`config.mk`:
```
export PLATFORM = sky130hd
export DESIGN_NAME = fdc_engine
export DESIGN_NICKNAME = d
export VERILOG_FILES = /design/src/rtl/core/fdc_pkg.sv /design/src/rtl/core/fdc_engine.sv
export SDC_FILE = /design/constraint.sdc
export NUM_CORES = 1
export LEC_CHECK = 0
export BUFFER_PORTS_ARGS = -buffer_cell sky130_fd_sc_hd__clkbuf_2
export CORE_MARGIN = 2
export CORE_UTILIZATION = 30
export DETAILED_ROUTE_END_ITERATION = 8
export GPL_TIMING_DRIVEN = 0
export SLEW_MARGIN = 40
export SYNTH_ARGS = -nofsm -noshare
export SYNTH_HDL_FRONTEND = slang
export SYNTH_SLANG_ARGS = --single-unit
```
`constraint.sdc`:
```
create_clock -name clk_i -period 5.28 [get_ports clk_i]
set_input_delay 0 -clock clk_i [delete_from_list [all_inputs] [get_ports clk_i]]
set_output_delay 0 -clock clk_i [all_outputs]
set_load 0.05 [all_outputs]
```
`src/rtl/core/fdc_pkg.sv`:
```
`timescale 1ns / 1ps

package fdc_pkg;

  // Geometry defaults.
  localparam int LONG_SECTOR_BYTES_DEF  = 1024;
  localparam int SHORT_SECTOR_BYTES_DEF = 512;
  localparam int TRACK_BYTES_DEF        = 5632;

  // Fixed field widths.
  localparam int BYTE_W   = 8;
  localparam int IDX_W    = 11;
  localparam int WAIT_W   = 4;
  localparam int STAT_W   = 3;
  localparam int ADDR_W   = 21;
  localparam int APB_AW   = 3;
  localparam int APB_DW   = 32;

  // Item kinds.
  localparam logic [1:0] KIND_READ  = 2'd0;
  localparam logic [1:0] KIND_WRITE = 2'd1;
  localparam logic [1:0] KIND_TICK  = 2'd2;

  // Register selects.
  localparam logic [1:0] SEL_STATUS = 2'd0;
  localparam logic [1:0] SEL_TRACK  = 2'd1;
  localparam logic [1:0] SEL_SECTOR = 2'd2;
  localparam logic [1:0] SEL_DATA   = 2'd3;

  // Command opcodes (upper nibble of the command byte).
  localparam logic [3:0] OP_RESTORE     = 4'h0;
  localparam logic [3:0] OP_SEEK        = 4'h1;
  localparam logic [3:0] OP_STEP        = 4'h2;
  localparam logic [3:0] OP_STEP_U      = 4'h3;
  localparam logic [3:0] OP_STEP_IN     = 4'h4;
  localparam logic [3:0] OP_STEP_IN_U   = 4'h5;
  localparam logic [3:0] OP_STEP_OUT    = 4'h6;
  localparam logic [3:0] OP_STEP_OUT_U  = 4'h7;
  localparam logic [3:0] OP_READ_SECTOR = 4'h8;
  localparam logic [3:0] OP_FORCE_INT   = 4'hd;

  // Status bit positions.
  localparam int ST_BUSY = 0;
  localparam int ST_DRQ  = 1;
  localparam int ST_TR00 = 2;

  // Sector register value that selects the short sector length.
  localparam logic [BYTE_W-1:0] SHORT_SECTOR_ID = 8'd5;

  // Configuration register indexes and reset values.
  localparam logic CFG_COMMAND_DELAY = 1'b0;
  localparam logic CFG_STEP_DELAY    = 1'b1;
  localparam logic [WAIT_W-1:0] COMMAND_DELAY_RST = 4'd2;
  localparam logic [WAIT_W-1:0] STEP_DELAY_RST    = 4'd5;

  typedef struct packed {
    logic [WAIT_W-1:0] command_delay;
    logic [WAIT_W-1:0] step_delay;
  } fdc_cfg_t;

  // Step result of the engine; busy, track, sector and byte index are next-state values.
  typedef struct packed {
    logic [BYTE_W-1:0] read_data;
    logic              data_request;
    logic              command_done;
    logic              busy;
    logic [BYTE_W-1:0] track;
    logic [BYTE_W-1:0] sector;
    logic [IDX_W-1:0]  byte_index;
  } fdc_step_t;

endpackage

```
`src/rtl/core/fdc_engine.sv`:
```
`timescale 1ns / 1ps

module fdc_engine #(
  parameter int LONG_SECTOR_BYTES  = fdc_pkg::LONG_SECTOR_BYTES_DEF,
  parameter int SHORT_SECTOR_BYTES = fdc_pkg::SHORT_SECTOR_BYTES_DEF
) (
  input  logic                        clk_i,
  input  logic                        rst_ni,
  input  logic                        accept_i,
  input  logic [1:0]                  kind_i,
  input  logic [1:0]                  reg_select_i,
  input  logic [fdc_pkg::BYTE_W-1:0]  write_data_i,
  input  logic [fdc_pkg::BYTE_W-1:0]  disk_byte_i,
  input  fdc_pkg::fdc_cfg_t           cfg_i,
  output fdc_pkg::fdc_step_t          step_o
);

  localparam logic [fdc_pkg::IDX_W-1:0] LongLimit  = fdc_pkg::IDX_W'(LONG_SECTOR_BYTES);
  localparam logic [fdc_pkg::IDX_W-1:0] ShortLimit = fdc_pkg::IDX_W'(SHORT_SECTOR_BYTES);

  logic [fdc_pkg::STAT_W-1:0] status_q, status_d;
  logic [fdc_pkg::BYTE_W-1:0] cmd_q, cmd_d;
  logic [fdc_pkg::BYTE_W-1:0] track_q, track_d;
  logic [fdc_pkg::BYTE_W-1:0] sector_q, sector_d;
  logic [fdc_pkg::BYTE_W-1:0] data_q, data_d;
  logic [fdc_pkg::IDX_W-1:0]  idx_q, idx_d;
  logic [fdc_pkg::WAIT_W-1:0] wait_q, wait_d;

  logic [fdc_pkg::BYTE_W-1:0] rd_data;
  logic                       drq;
  logic                       done;
  logic [3:0]                 wr_op;
  logic [fdc_pkg::IDX_W-1:0]  limit;

  assign wr_op = write_data_i[7:4];
  assign limit = (sector_q == fdc_pkg::SHORT_SECTOR_ID) ? ShortLimit : LongLimit;

  always_comb begin
    status_d = status_q;
    cmd_d    = cmd_q;
    track_d  = track_q;
    sector_d = sector_q;
    data_d   = data_q;
    idx_d    = idx_q;
    wait_d   = wait_q;
    rd_data  = '0;
    drq      = 1'b0;
    done     = 1'b0;

    case (kind_i)
      fdc_pkg::KIND_READ: begin
        case (reg_select_i)
          fdc_pkg::SEL_STATUS: rd_data = fdc_pkg::BYTE_W'(status_q);
          fdc_pkg::SEL_TRACK:  rd_data = track_q;
          fdc_pkg::SEL_SECTOR: rd_data = sector_q;
          default: begin
            status_d[fdc_pkg::ST_DRQ] = 1'b0;
            rd_data = data_q;
          end
        endcase
      end

      fdc_pkg::KIND_WRITE: begin
        case (reg_select_i)
          fdc_pkg::SEL_STATUS: begin
            if (wr_op == fdc_pkg::OP_FORCE_INT) begin
              status_d[fdc_pkg::ST_BUSY] = 1'b0;
            end else if (!status_q[fdc_pkg::ST_BUSY]) begin
              cmd_d = write_data_i;
              case (wr_op)
                fdc_pkg::OP_RESTORE, fdc_pkg::OP_STEP_OUT: begin
                  wait_d   = cfg_i.command_delay;
                  status_d = fdc_pkg::STAT_W'(1) << fdc_pkg::ST_BUSY;
                end
                fdc_pkg::OP_SEEK: begin
                  wait_d  = cfg_i.command_delay;
                  status_d[fdc_pkg::ST_BUSY] = 1'b1;
                  track_d = data_q;
                end
                fdc_pkg::OP_STEP, fdc_pkg::OP_STEP_U, fdc_pkg::OP_STEP_IN: begin
                  // Command byte is loaded; nothing else moves.
                end
                fdc_pkg::OP_STEP_IN_U: begin
                  wait_d  = cfg_i.command_delay;
                  track_d = track_q + 8'd1;
                  status_d[fdc_pkg::ST_BUSY] = 1'b1;
                end
                fdc_pkg::OP_STEP_OUT_U: begin
                  wait_d  = cfg_i.command_delay;
                  track_d = track_q - 8'd1;
                  status_d[fdc_pkg::ST_BUSY] = 1'b1;
                end
                fdc_pkg::OP_READ_SECTOR: begin
                  wait_d   = cfg_i.command_delay;
                  idx_d    = '0;
                  status_d = fdc_pkg::STAT_W'(1) << fdc_pkg::ST_BUSY;
                end
                default: begin
                  status_d = '0;
                  wait_d   = '0;
                end
              endcase
            end
          end
          fdc_pkg::SEL_TRACK:  track_d  = write_data_i;
          fdc_pkg::SEL_SECTOR: sector_d = write_data_i;
          default:             data_d   = write_data_i;
        endcase
      end

      fdc_pkg::KIND_TICK: begin
        if (status_q[fdc_pkg::ST_BUSY]) begin
          if (wait_q != '0) begin
            wait_d = wait_q - fdc_pkg::WAIT_W'(1);
          end else begin
            case (cmd_q[7:4])
              fdc_pkg::OP_RESTORE: begin
                track_d  = '0;
                status_d = fdc_pkg::STAT_W'(1) << fdc_pkg::ST_TR00;
                wait_d   = cfg_i.step_delay;
                done     = 1'b1;
              end
              fdc_pkg::OP_SEEK: begin
                status_d = (track_q == '0) ? (fdc_pkg::STAT_W'(1) << fdc_pkg::ST_TR00) : '0;
                wait_d   = cfg_i.step_delay;
                done     = 1'b1;
              end
              fdc_pkg::OP_STEP_IN_U, fdc_pkg::OP_STEP_OUT: begin
                status_d[fdc_pkg::ST_BUSY] = 1'b0;
                wait_d = cfg_i.step_delay;
                done   = 1'b1;
              end
              fdc_pkg::OP_READ_SECTOR: begin
                wait_d = cfg_i.step_delay;
                if (idx_q >= limit) begin
                  // Past the last byte: end the command without a byte.
                  status_d[fdc_pkg::ST_BUSY] = 1'b0;
                  done = 1'b1;
                end else begin
                  data_d = disk_byte_i;
                  status_d[fdc_pkg::ST_DRQ] = 1'b1;
                  idx_d = idx_q + fdc_pkg::IDX_W'(1);
                  drq   = 1'b1;
                end
              end
              default: begin
                status_d = '0;
              end
            endcase
          end
        end
      end

      default: begin
        // Unused kind: no state change.
      end
    endcase
  end

  always_ff @(posedge clk_i or negedge rst_ni) begin
    if (!rst_ni) begin
      status_q <= '0;
      cmd_q    <= '0;
      track_q  <= '0;
      sector_q <= '0;
      data_q   <= '0;
      idx_q    <= '0;
      wait_q   <= '0;
    end else if (accept_i) begin
      status_q <= status_d;
      cmd_q    <= cmd_d;
      track_q  <= track_d;
      sector_q <= sector_d;
      data_q   <= data_d;
      idx_q    <= idx_d;
      wait_q   <= wait_d;
    end
  end

  always_comb begin
    step_o.read_data    = rd_data;
    step_o.data_request = drq;
    step_o.command_done = done;
    step_o.busy         = status_d[fdc_pkg::ST_BUSY];
    step_o.track        = track_d;
    step_o.sector       = sector_d;
    step_o.byte_index   = idx_d;
  end

endmodule
```
==> results.toml, run 1 <==
[sta]
rsz0062_at_grt = "false"
holdWs_ns = 0.0291
tns_ns = 0
finalHoldViolations = 0
setup_viol = 0
tightest_slew_ns = 0.736
timing.final.crit_share_pct = 76.0
min_period_ns = 4.01
fmax_mhz = 249
setup_ws_ns = 1.27
finalClockSkew_ns = 0.00675
max_slew_margin_pct = 50.3
final_max_slew_viol_count = 0

[grt]
met2_usage_pct = 33.0
grt_pass1_vias = 4597
grtUsageMet1_pct = 27.2
met3_usage_pct = 2.47
grt_pass1_wl_um = 23900
grt.total_usage_pct = 19.9
overflow = 0
grt_busiest_layer = "met2"
grt_max_degree = 47
antenna_found_initial = 0

[finish]
fillers = 1423
synthToLayoutAreaGrowth_pct = 19.7
multiInputGateArea_um2 = 2860
fin_util_pct = 36.9
drive_above_1_share_pct = 16.9
num-nets-final = 684
diodes = 0
fin_cells = 824
finalInstanceArea_um2 = 5150
seq_area_um2 = 1150

[flow_run]
max_cap_viol_count = 0

[synthesis]
yosys.area.top_type = "dfrtp_1"
synth-edff-count = 0
synth_area_leaders = "dfrtp_1 (27%), nor2_1 (5.3%), nand2_1 (4.5%)"
syn_area_um2 = 4300
avgSynthCellArea_um2 = 7.67
synth_common_cells = "nor2_1 (61), nand2_1 (51), dfrtp_1 (46)"
ys_seq_area_share_pct = 26.8
synth_cells = 561
yosys_warnings = 0
ys.flop_type = "dfrtp_1"
async_flop_share_pct = 100
synth.most_common_cell = "nor2_1"
syn_nets = 602
synth_top_area_share_pct = 26.8
synth_seq_cells = 46
synth_cell_types = 70

[clock_network]
hold_buffers = 9
cts_tree = "built"
clk_pin_slew_ns = 0.07
clk_path_buf_depth = 2
htree_num_levels = 2
clock-sinks = 46
cts-resized-gates = 0
cts-root-buf = "clkbuf_16"
cts_setup_buffers = 0
clk_latency_ns = 0.30
numCtsBuffers = 5

[pwr]
irDropWorstVdd_mv = 0.129
power.density_nw_per_um2 = 316
finalPower_mw = 1.62
leakagePower_nw = 2.12

[floorplan]
die_x_um = 124
die_area_um2 = 15300
core_um2 = 13900
initial_core_util_pct = 30.9
io_pins = 69
placementRows = 43
fp.dieH_um = 124

[setup_path]
worstSetupPathType = "reg2out"
critPathBufInv = 3
crit_fanout = 10
critPathArrivalTime_ns = 4.01
path_delay_family = "simple AND/OR/NAND/NOR gates"
crit_slowest_cell = "or4_1"
worstPathCellList = "or4_1, nor2_1, ha_1, and4b_1, a311oi_2, buf_2, nand2_1, a211o_1, o31ai_1, buf_4, clkbuf_2"
cp_slowest_stage_delay_ns = 0.52
reg2reg_slack_ns = 1.93
required_ns = 5.28
endpoint_kind = "output port"
cp-start-kind = "flip-flop"

[hold_path]
hold_path.class = "in2reg"

[routing]
dr.pass1.iters = 5
drt_wl_total_um = 15000
routed_via_density = 5.76
drc = 0
drtIter0Drc = 296
vias = 4744
antenna_left = 0
wl_per_cell_um = 18.2

[place]
hpwl_um = 11400
io_buffers = 66
pre_cts_ws_ns = 1.60
gp_congestion = 0.920
placed_area_um2 = 4860
placed_cells = 807

[outcome]
status = "finished, final reports clean"
## cell type report
type / instances / area share [%]
Multi-Input combinational cell: 442 / 55.5
Clock inverter: 2 / 1.17
Clock buffer: 6 / 2.70
Buffer: 49 / 3.99
Timing Repair Buffer: 75 / 8.21
Inverter: 24 / 1.75
Tap cell: 180 / 4.37
Sequential cell: 46 / 22.4
## layout by cell type (no fill, tap or decap), types with 17 or more instances in the layout
master | Yosys | routed
a21oi_1 | 37 | 37
clkbuf_1 | 35 | 35
clkbuf_2 | 0 | 65
dfrtp_1 | 46 | 46
inv_1 | 24 | 24
mux2i_1 | 17 | 17
nand2_1 | 51 | 51
nand3_1 | 24 | 24
nor2_1 | 61 | 61
nor2b_1 | 23 | 23
o21ai_0 | 33 | 33
## power by group
group | internal (mW) | leakage (nW) | switching, mW
Combinational | 0.236 | 1.47 | 0.462
Clock | 0.285 | 0.0971 | 0.151
Sequential | 0.421 | 0.557 | 0.0712
## worst min-delay path, stage by stage
cell,delay (ns)
clkbuf_2,0.08
a221oi_1,0.08
a21oi_1,0.12
## final timing paths
kind | from | endpoint | depth (start not counted)
max | sector_q[5]$_DFFE_PN0P_ | step_o[27] | 11
min | cfg_i[6] | wait_q[2]$_DFFE_PN0P_ | 3
max reg2reg | sector_q[5]$_DFFE_PN0P_ | idx_q[10]$_DFFE_PN0P_ | 8
min reg2reg | status_q[2]$_DFFE_PN0P_ | status_q[2]$_DFFE_PN0P_ | 1
max in group asynchronous | rst_ni | data_q[7]$_DFFE_PN0P_ | 2
min in group asynchronous | rst_ni | track_q[4]$_DFFE_PN0P_ | 2
## sequential cells by signal (all words and copies together), names as in the netlist
register  cells
cmd_q         4
wait_q        4
track_q       8
data_q        8
sector_q      8
idx_q        11
status_q      3
## per-layer routing
| metal | up-vias | wire [um] |
|---|---|---|
| met5 | - | 0 |
| met4 | 0 | 225 |
| met3 | 17 | 814 |
| met2 | 182 | 7170 |
| met1 | 2321 | 6750 |
| li1 | 2224 | - |
## cell families after synthesis
family / Yosys count / synth area share, %
buffers and inverters: 73 / 6.86
AOI/OAI and AO/OA: 154 / 24.1
muxes: 32 / 8.67
adders and majority gates: 10 / 2.91
DFF: 46 / 26.8
and+or+nand+nor: 241 / 29.6
xor gates and xnor gates: 5 / 1.02
Note: power is estimated with default switching activity, not from simulation.
==> inputs of run 2 (changes only) <==
- clock period: 5.28 -> 3.6 ns (I/O delays scaled with it)
==> run 2 against run 1 <==
  * Via count rose by 0.13%
  * Sequential share of layout area fell by 0.18 points
  * Wire length rose by 0.64%
  * Critical path depth fell by 1
  * Worst hold slack got worse by 0.0042 ns
  * Non-clock buffer count rose by 1
  * Largest power group unchanged
==> results.toml, run 2 (synthesized netlist as in run 1, its figures left out) <==
[finish]
mostFrequentLayoutCells = "clkbuf_2 (61), nor2_1 (60), nand2_1 (50), dfrtp_1 (46), a21oi_1 (37)"
num-nets-final = 685
largest_reg_flops = 11
seq_area_um2 = 1150
fillers = 1418
multiInputGateArea_um2 = 2880
fin_util_pct = 37.2
synthToLayoutAreaGrowth_pct = 20.7
drive_above_1_share_pct = 17.4
max_flop_register = "idx_q"
diodes = 0
final_common_cell = "clkbuf_2"

[grt]
grt_pass1_wl_um = 24000
grt_max_degree = 47
grt_pass1_vias = 4608
antenna_found_initial = 0
grt.total_usage_pct = 20.0
overflow = 0

[routing]
drtIter0Drc = 338
dr.pass1.iters = 5
drc = 0
vias = 4750
routed_via_density = 5.76
wl_per_cell_um = 18.2
drt_wl_total_um = 15100
antenna_left = 0

[sta]
finalHoldViolations = 0
max_slew_margin_pct = 49.1
timing.final.crit_share_pct = 96.3
tns_ns = 0
fmax_mhz = 288
rsz0062_at_grt = "false"
tightest_slew_ns = 0.753
min_period_ns = 3.47
setup_viol = 0
finalClockSkew_ns = 0.00510
final_max_slew_viol_count = 0

[setup_path]
endpoint_kind = "output port"
critPathArrivalTime_ns = 3.47
required_ns = 3.60
worstSetupPathType = "reg2out"
cp-start-kind = "flip-flop"
crit_fanout = 9

[floorplan]
initial_core_util_pct = 30.9
io_pins = 69
die_area_um2 = 15300
core_um2 = 13900
fp.dieH_um = 124
placementRows = 43
die_x_um = 124

[pwr]
irDropWorstVdd_mv = 0.192
finalPower_mw = 2.39
leakagePower_nw = 2.13
power.density_nw_per_um2 = 461

[clock_network]
clk_path_buf_depth = 2
clk_latency_ns = 0.30
htree_num_levels = 2
cts-root-buf = "clkbuf_16"
clk_pin_slew_ns = 0.07
cts_tree = "built"
clock-sinks = 46
numCtsBuffers = 5

[flow_run]
max_cap_viol_count = 0

[outcome]
status = "finished, final reports clean"

[place]
io_buffers = 66
hpwl_um = 11400
gp_congestion = 0.920

[hold_path]
hold_path.class = "in2reg"
==> run 2: changes by cell type in the layout (fill, tap and decap cells not counted), sizes merged <==
cell,before,now
buf,14,18
clkbuf,107,104
==> run 2: final timing paths <==
kind                                          from                       to  slack, ns  cells after the start
min in group asynchronous                   rst_ni     idx_q[3]$_DFFE_PN0P_       0.31                      2
hold reg to reg            status_q[2]$_DFFE_PN0P_  status_q[2]$_DFFE_PN0P_       0.57                      1
setup reg to reg           sector_q[4]$_DFFE_PN0P_    idx_q[10]$_DFFE_PN0P_       0.56                      9
hold / removal                            cfg_i[6]    wait_q[2]$_DFFE_PN0P_       0.02                      3
setup / recovery           sector_q[4]$_DFFE_PN0P_               step_o[10]       0.13                     10
max in group asynchronous                   rst_ni    data_q[7]$_DFFE_PN0P_       2.83                      2
==> run 2: critical path: stages (launching register included) <==
cell	delay, ns
dfrtp_1	0.41
or4_1	0.55
nor2_2	0.21
ha_1	0.27
and4b_1	0.24
a311oi_4	0.24
buf_4	0.21
nand3_4	0.14
o311a_1	0.39
a221o_1	0.29
buf_2	0.22
==> run 2: layout make-up <==
class / instances / share of cell area, %
flip-flops and latches: 46 / 22.2
inverters: 24 / 1.74
plain buffers: 49 / 4.05
clock inverters: 2 / 1.16
multi-input cells: 442 / 55.5
clock buffers: 6 / 2.68
well taps: 180 / 4.34
repair buffers: 76 / 8.39
==> run 2: report_power, final <==
group / switching (mW) / internal [mW] / total (mW) / leakage (nW)
clock network: 0.224 / 0.418 / 0.642 / 0.0971
logic: 0.682 / 0.349 / 1.03 / 1.48
registers: 0.103 / 0.617 / 0.720 / 0.557
==> run 2: routing by layer <==
| layer | up-vias | global-route usage (%) | part of all wire (%) |
|---|---|---|---|
| met4 | 0 | 5.97 | 1.5 |
| li1 | 2228 | - | - |
| met1 | 2299 | 27.4 | 45 |
| met2 | 204 | 32.9 | 47 |
| met3 | 19 | 2.38 | 6.0 |
| met5 | - | 0 | 0 |
==> run 2: repair_timing <==
item                       in CTS  in global routing
setup buffers                   1                  0
cloned                          0                  0
hold buffers                    9                  0
hold endpoints to repair       54                  0
pin swaps                       1                  0
setup endpoints to repair       7                  4
gates resized for setup         3                  9
==> run 2: per-stage QoR <==
stage          hold WS (ns)  setup WS, ns  std cells  instance area [um^2]
3_5_place_dp          0.115       -0.0850        807                  4860
2_1_floorplan        -0.296        0.0756        561                  4300
4_1_cts             0.00985        0.0331        825                  5170
5_1_grt             0.00588        0.0494        825                  5190
3_3_place_gp          0.265       -0.0902        807                  4860
6_report             0.0249         0.133        825                  5190
==> inputs of run 3 (changes only) <==
- ABC_AREA: unset -> 1
==> run 3 against run 2 <==
  * Worst hold slack lost 0.021 ns
  * Combinational power is 26% lower
  * Non-clock buffer count is 30 lower
  * Cell count is 7.2% higher
  * Synthesized cell count is 12% higher
  * Synthesized area shrank 8.3%
  * Cell area fell by 8.3%
  * Sequential power fell by 5.7%
  * Core utilization increased by 0.15 points
  * Register-to-register slack gained 0.45 ns
  * Die area is 8.0% lower
  * Critical endpoint unchanged
==> results.toml, run 3 <==
[hold_path]
min_from = "cfg_i[4]"
holdPathStages = 5
hold_path.class = "in2reg"
min_to = "wait_q[0]$_DFFE_PN0P_"

[pwr]
clockPowerShare_pct = 27.8
p_seq_share_pct = 34.0
p_sw_mw = 0.840
finalPower_mw = 2.00
intPower_mw = 1.16
switching_share_pct = 42.1
comb_power_share_pct = 38.1
power.density_nw_per_um2 = 420
irDropWorstVdd_mv = 0.179
leakagePower_nw = 2.42

[routing]
antenna_left = 0
vias = 4329
drc = 0
routed_via_density = 4.90
drt_wl_total_um = 13400
dr.pass1.iters = 6
wl_per_cell_um = 15.2
drtIter0Drc = 330

[sta]
rsz0062_at_grt = "false"
tightest_slew_ns = 0.685
setup_viol = 0
fmax_mhz = 351
tns_ns = 0
finalClockSkew_ns = 0.00650
finalHoldViolations = 0
max_slew_margin_pct = 54.4
holdWs_ns = 0.00368
timing.final.crit_share_pct = 79.2
min_period_ns = 2.85
final_max_slew_viol_count = 0

[synthesis]
yosys_warnings = 0
synth.most_common_cell = "nand2_1"
yosys.area.top_type = "dfrtp_1"
synth_top_area_share_pct = 29.2
async_flop_share_pct = 100
syn_nets = 669
syn_area_um2 = 3950
synth-edff-count = 0
ys.flop_type = "dfrtp_1"
synth_area_leaders = "dfrtp_1 (29%), nand2_1 (19%), o21ai_0 (9.6%)"
synth_seq_cells = 46
synth_cells = 628
avgSynthCellArea_um2 = 6.28
ys_seq_area_share_pct = 29.2
synth_common_cells = "nand2_1 (200), inv_1 (93), o21ai_0 (76)"
synth_cell_types = 44

[finish]
synthToLayoutAreaGrowth_pct = 20.6
max_flop_register = "idx_q"
diodes = 0
num-nets-final = 752
seq_area_um2 = 1150
final_common_cell = "nand2_1"
mostFrequentLayoutCells = "nand2_1 (200), inv_1 (93), o21ai_0 (76), clkbuf_2 (66), dfrtp_1 (46)"
multiInputGateArea_um2 = 2330
largest_reg_flops = 11
fillers = 1462
finalInstanceArea_um2 = 4760
fin_util_pct = 37.4
drive_above_1_share_pct = 15.9

[grt]
grt_pass1_vias = 4081
grt.total_usage_pct = 19.2
grt_max_degree = 47
grt_pass1_wl_um = 21700
overflow = 0
antenna_found_initial = 0

[clock_network]
cts_setup_buffers = 0
clock-sinks = 46
clk_path_buf_depth = 2
cts-root-buf = "clkbuf_16"
cts_tree = "built"
clk_pin_slew_ns = 0.07
clk_latency_ns = 0.30
htree_num_levels = 2
numCtsBuffers = 5

[setup_path]
critPathLaunch = "sector_q[3]$_DFFE_PN0P_"
required_ns = 3.60
endpoint_kind = "output port"
worstPathCellList = "inv_1, nand4_1, nor2_1, ha_1, inv_1, nor2_1, nor2_1, nand2_1, nor2_4, nand2_2, nor2_4, nand4_1, o21ai_1, and2_1, clkbuf_2"
cp-start-kind = "flip-flop"
worstSetupPathType = "reg2out"
cp_slowest_stage_delay_ns = 0.38
crit_slowest_cell = "dfrtp_1"
critPathArrivalTime_ns = 2.85
r2r_end = "data_q[6]$_DFFE_PN0P_"
reg2reg_slack_ns = 1.01
critPathBufInv = 3
crit_fanout = 6
r2r_cells = 14
crit_top_cell = "nor2_1"
reg2reg_from = "sector_q[3]$_DFFE_PN0P_"
path_delay_family = "simple AND/OR/NAND/NOR gates"

[floorplan]
die_x_um = 119
initial_core_util_pct = 31.0
io_pins = 69
placementRows = 41
die_area_um2 = 14100
core_um2 = 12700
fp.dieH_um = 119

[flow_run]
max_cap_viol_count = 0

[place]
gp_congestion = 0.932
hpwl_um = 10400
placed_area_um2 = 4500
io_buffers = 67

[outcome]
status = "finished, final reports clean"
-- run 3: timing repair --
item	4_1_cts	5_1_grt
hold buffers	9	0
resized for setup	0	0
hold endpoints to repair	54	0
-- run 3: kinds of logic (layout without fill, tap and decap cells) --
group | count (synthesis) | in the layout | share of synthesized area [%]
fa+ha+maj | 10 | 10 | 3.17
xor+xnor | 2 | 2 | 0.444
buf+inv | 116 | 200 | 11.7
simple gates | 304 | 304 | 33.2
flops | 46 | 46 | 29.2
compound gates | 150 | 150 | 22.3
-- run 3: worst max path at each step --
stage                            endpoint  slack (ns)  cells past startpoint
floorplan            idx_q[4]$_DFFE_PN0P_        0.98                     13
global placement    data_q[6]$_DFFE_PN0P_        1.04                     14
detailed placement  data_q[6]$_DFFE_PN0P_        1.05                     14
CTS                            step_o[10]        0.75                     15
global route                   step_o[10]        0.45                     16
finish                         step_o[10]        0.75                     15
-- run 3: power by group through the flow --
stage	combinational [mW]	sequential, mW	clock [mW]
6_report	0.761	0.679	0.556
4_1_cts	0.759	0.679	0.561
5_1_grt	0.845	0.690	0.585
3_3_place_gp	0.748	0.686	0
2_1_floorplan	0.547	0.666	0
3_5_place_dp	0.749	0.689	0
-- run 3: layout make-up --
class	instances	share of cell area (%)
sequential	46	24.2
tap	172	4.52
multi-input combinational	466	49.1
clock inverter	3	0.921
buffer	19	2.03
inverter	97	7.65
timing repair buffer	76	9.00
clock buffer	5	2.63
-- run 3: through the flow --
step	worst slack, ns	std cells
after floorplan	0.977	628
after CTS	0.753	884
after global placement	1.04	867
final	0.750	884
after global routing	0.448	884
after detailed placement	1.05	867
-- run 3: worst min-delay path: cells and delay by family --
family	cells	cell delay [ns]
and+or+nand+nor	3	0.12
buffers and inverters	1	0.07
AOI/OAI and AO/OA	1	0.06
-- run 3: layer usage --
layer  vias to the layer above  GRT usage (%)  part of all wire, %
met2                       112           32.8                   48
met1                      1995           26.5                   46
met5                         -              0                    0
li1                       2210              -                    -
met4                         0           3.13                  1.1
met3                        12           1.93                  4.4
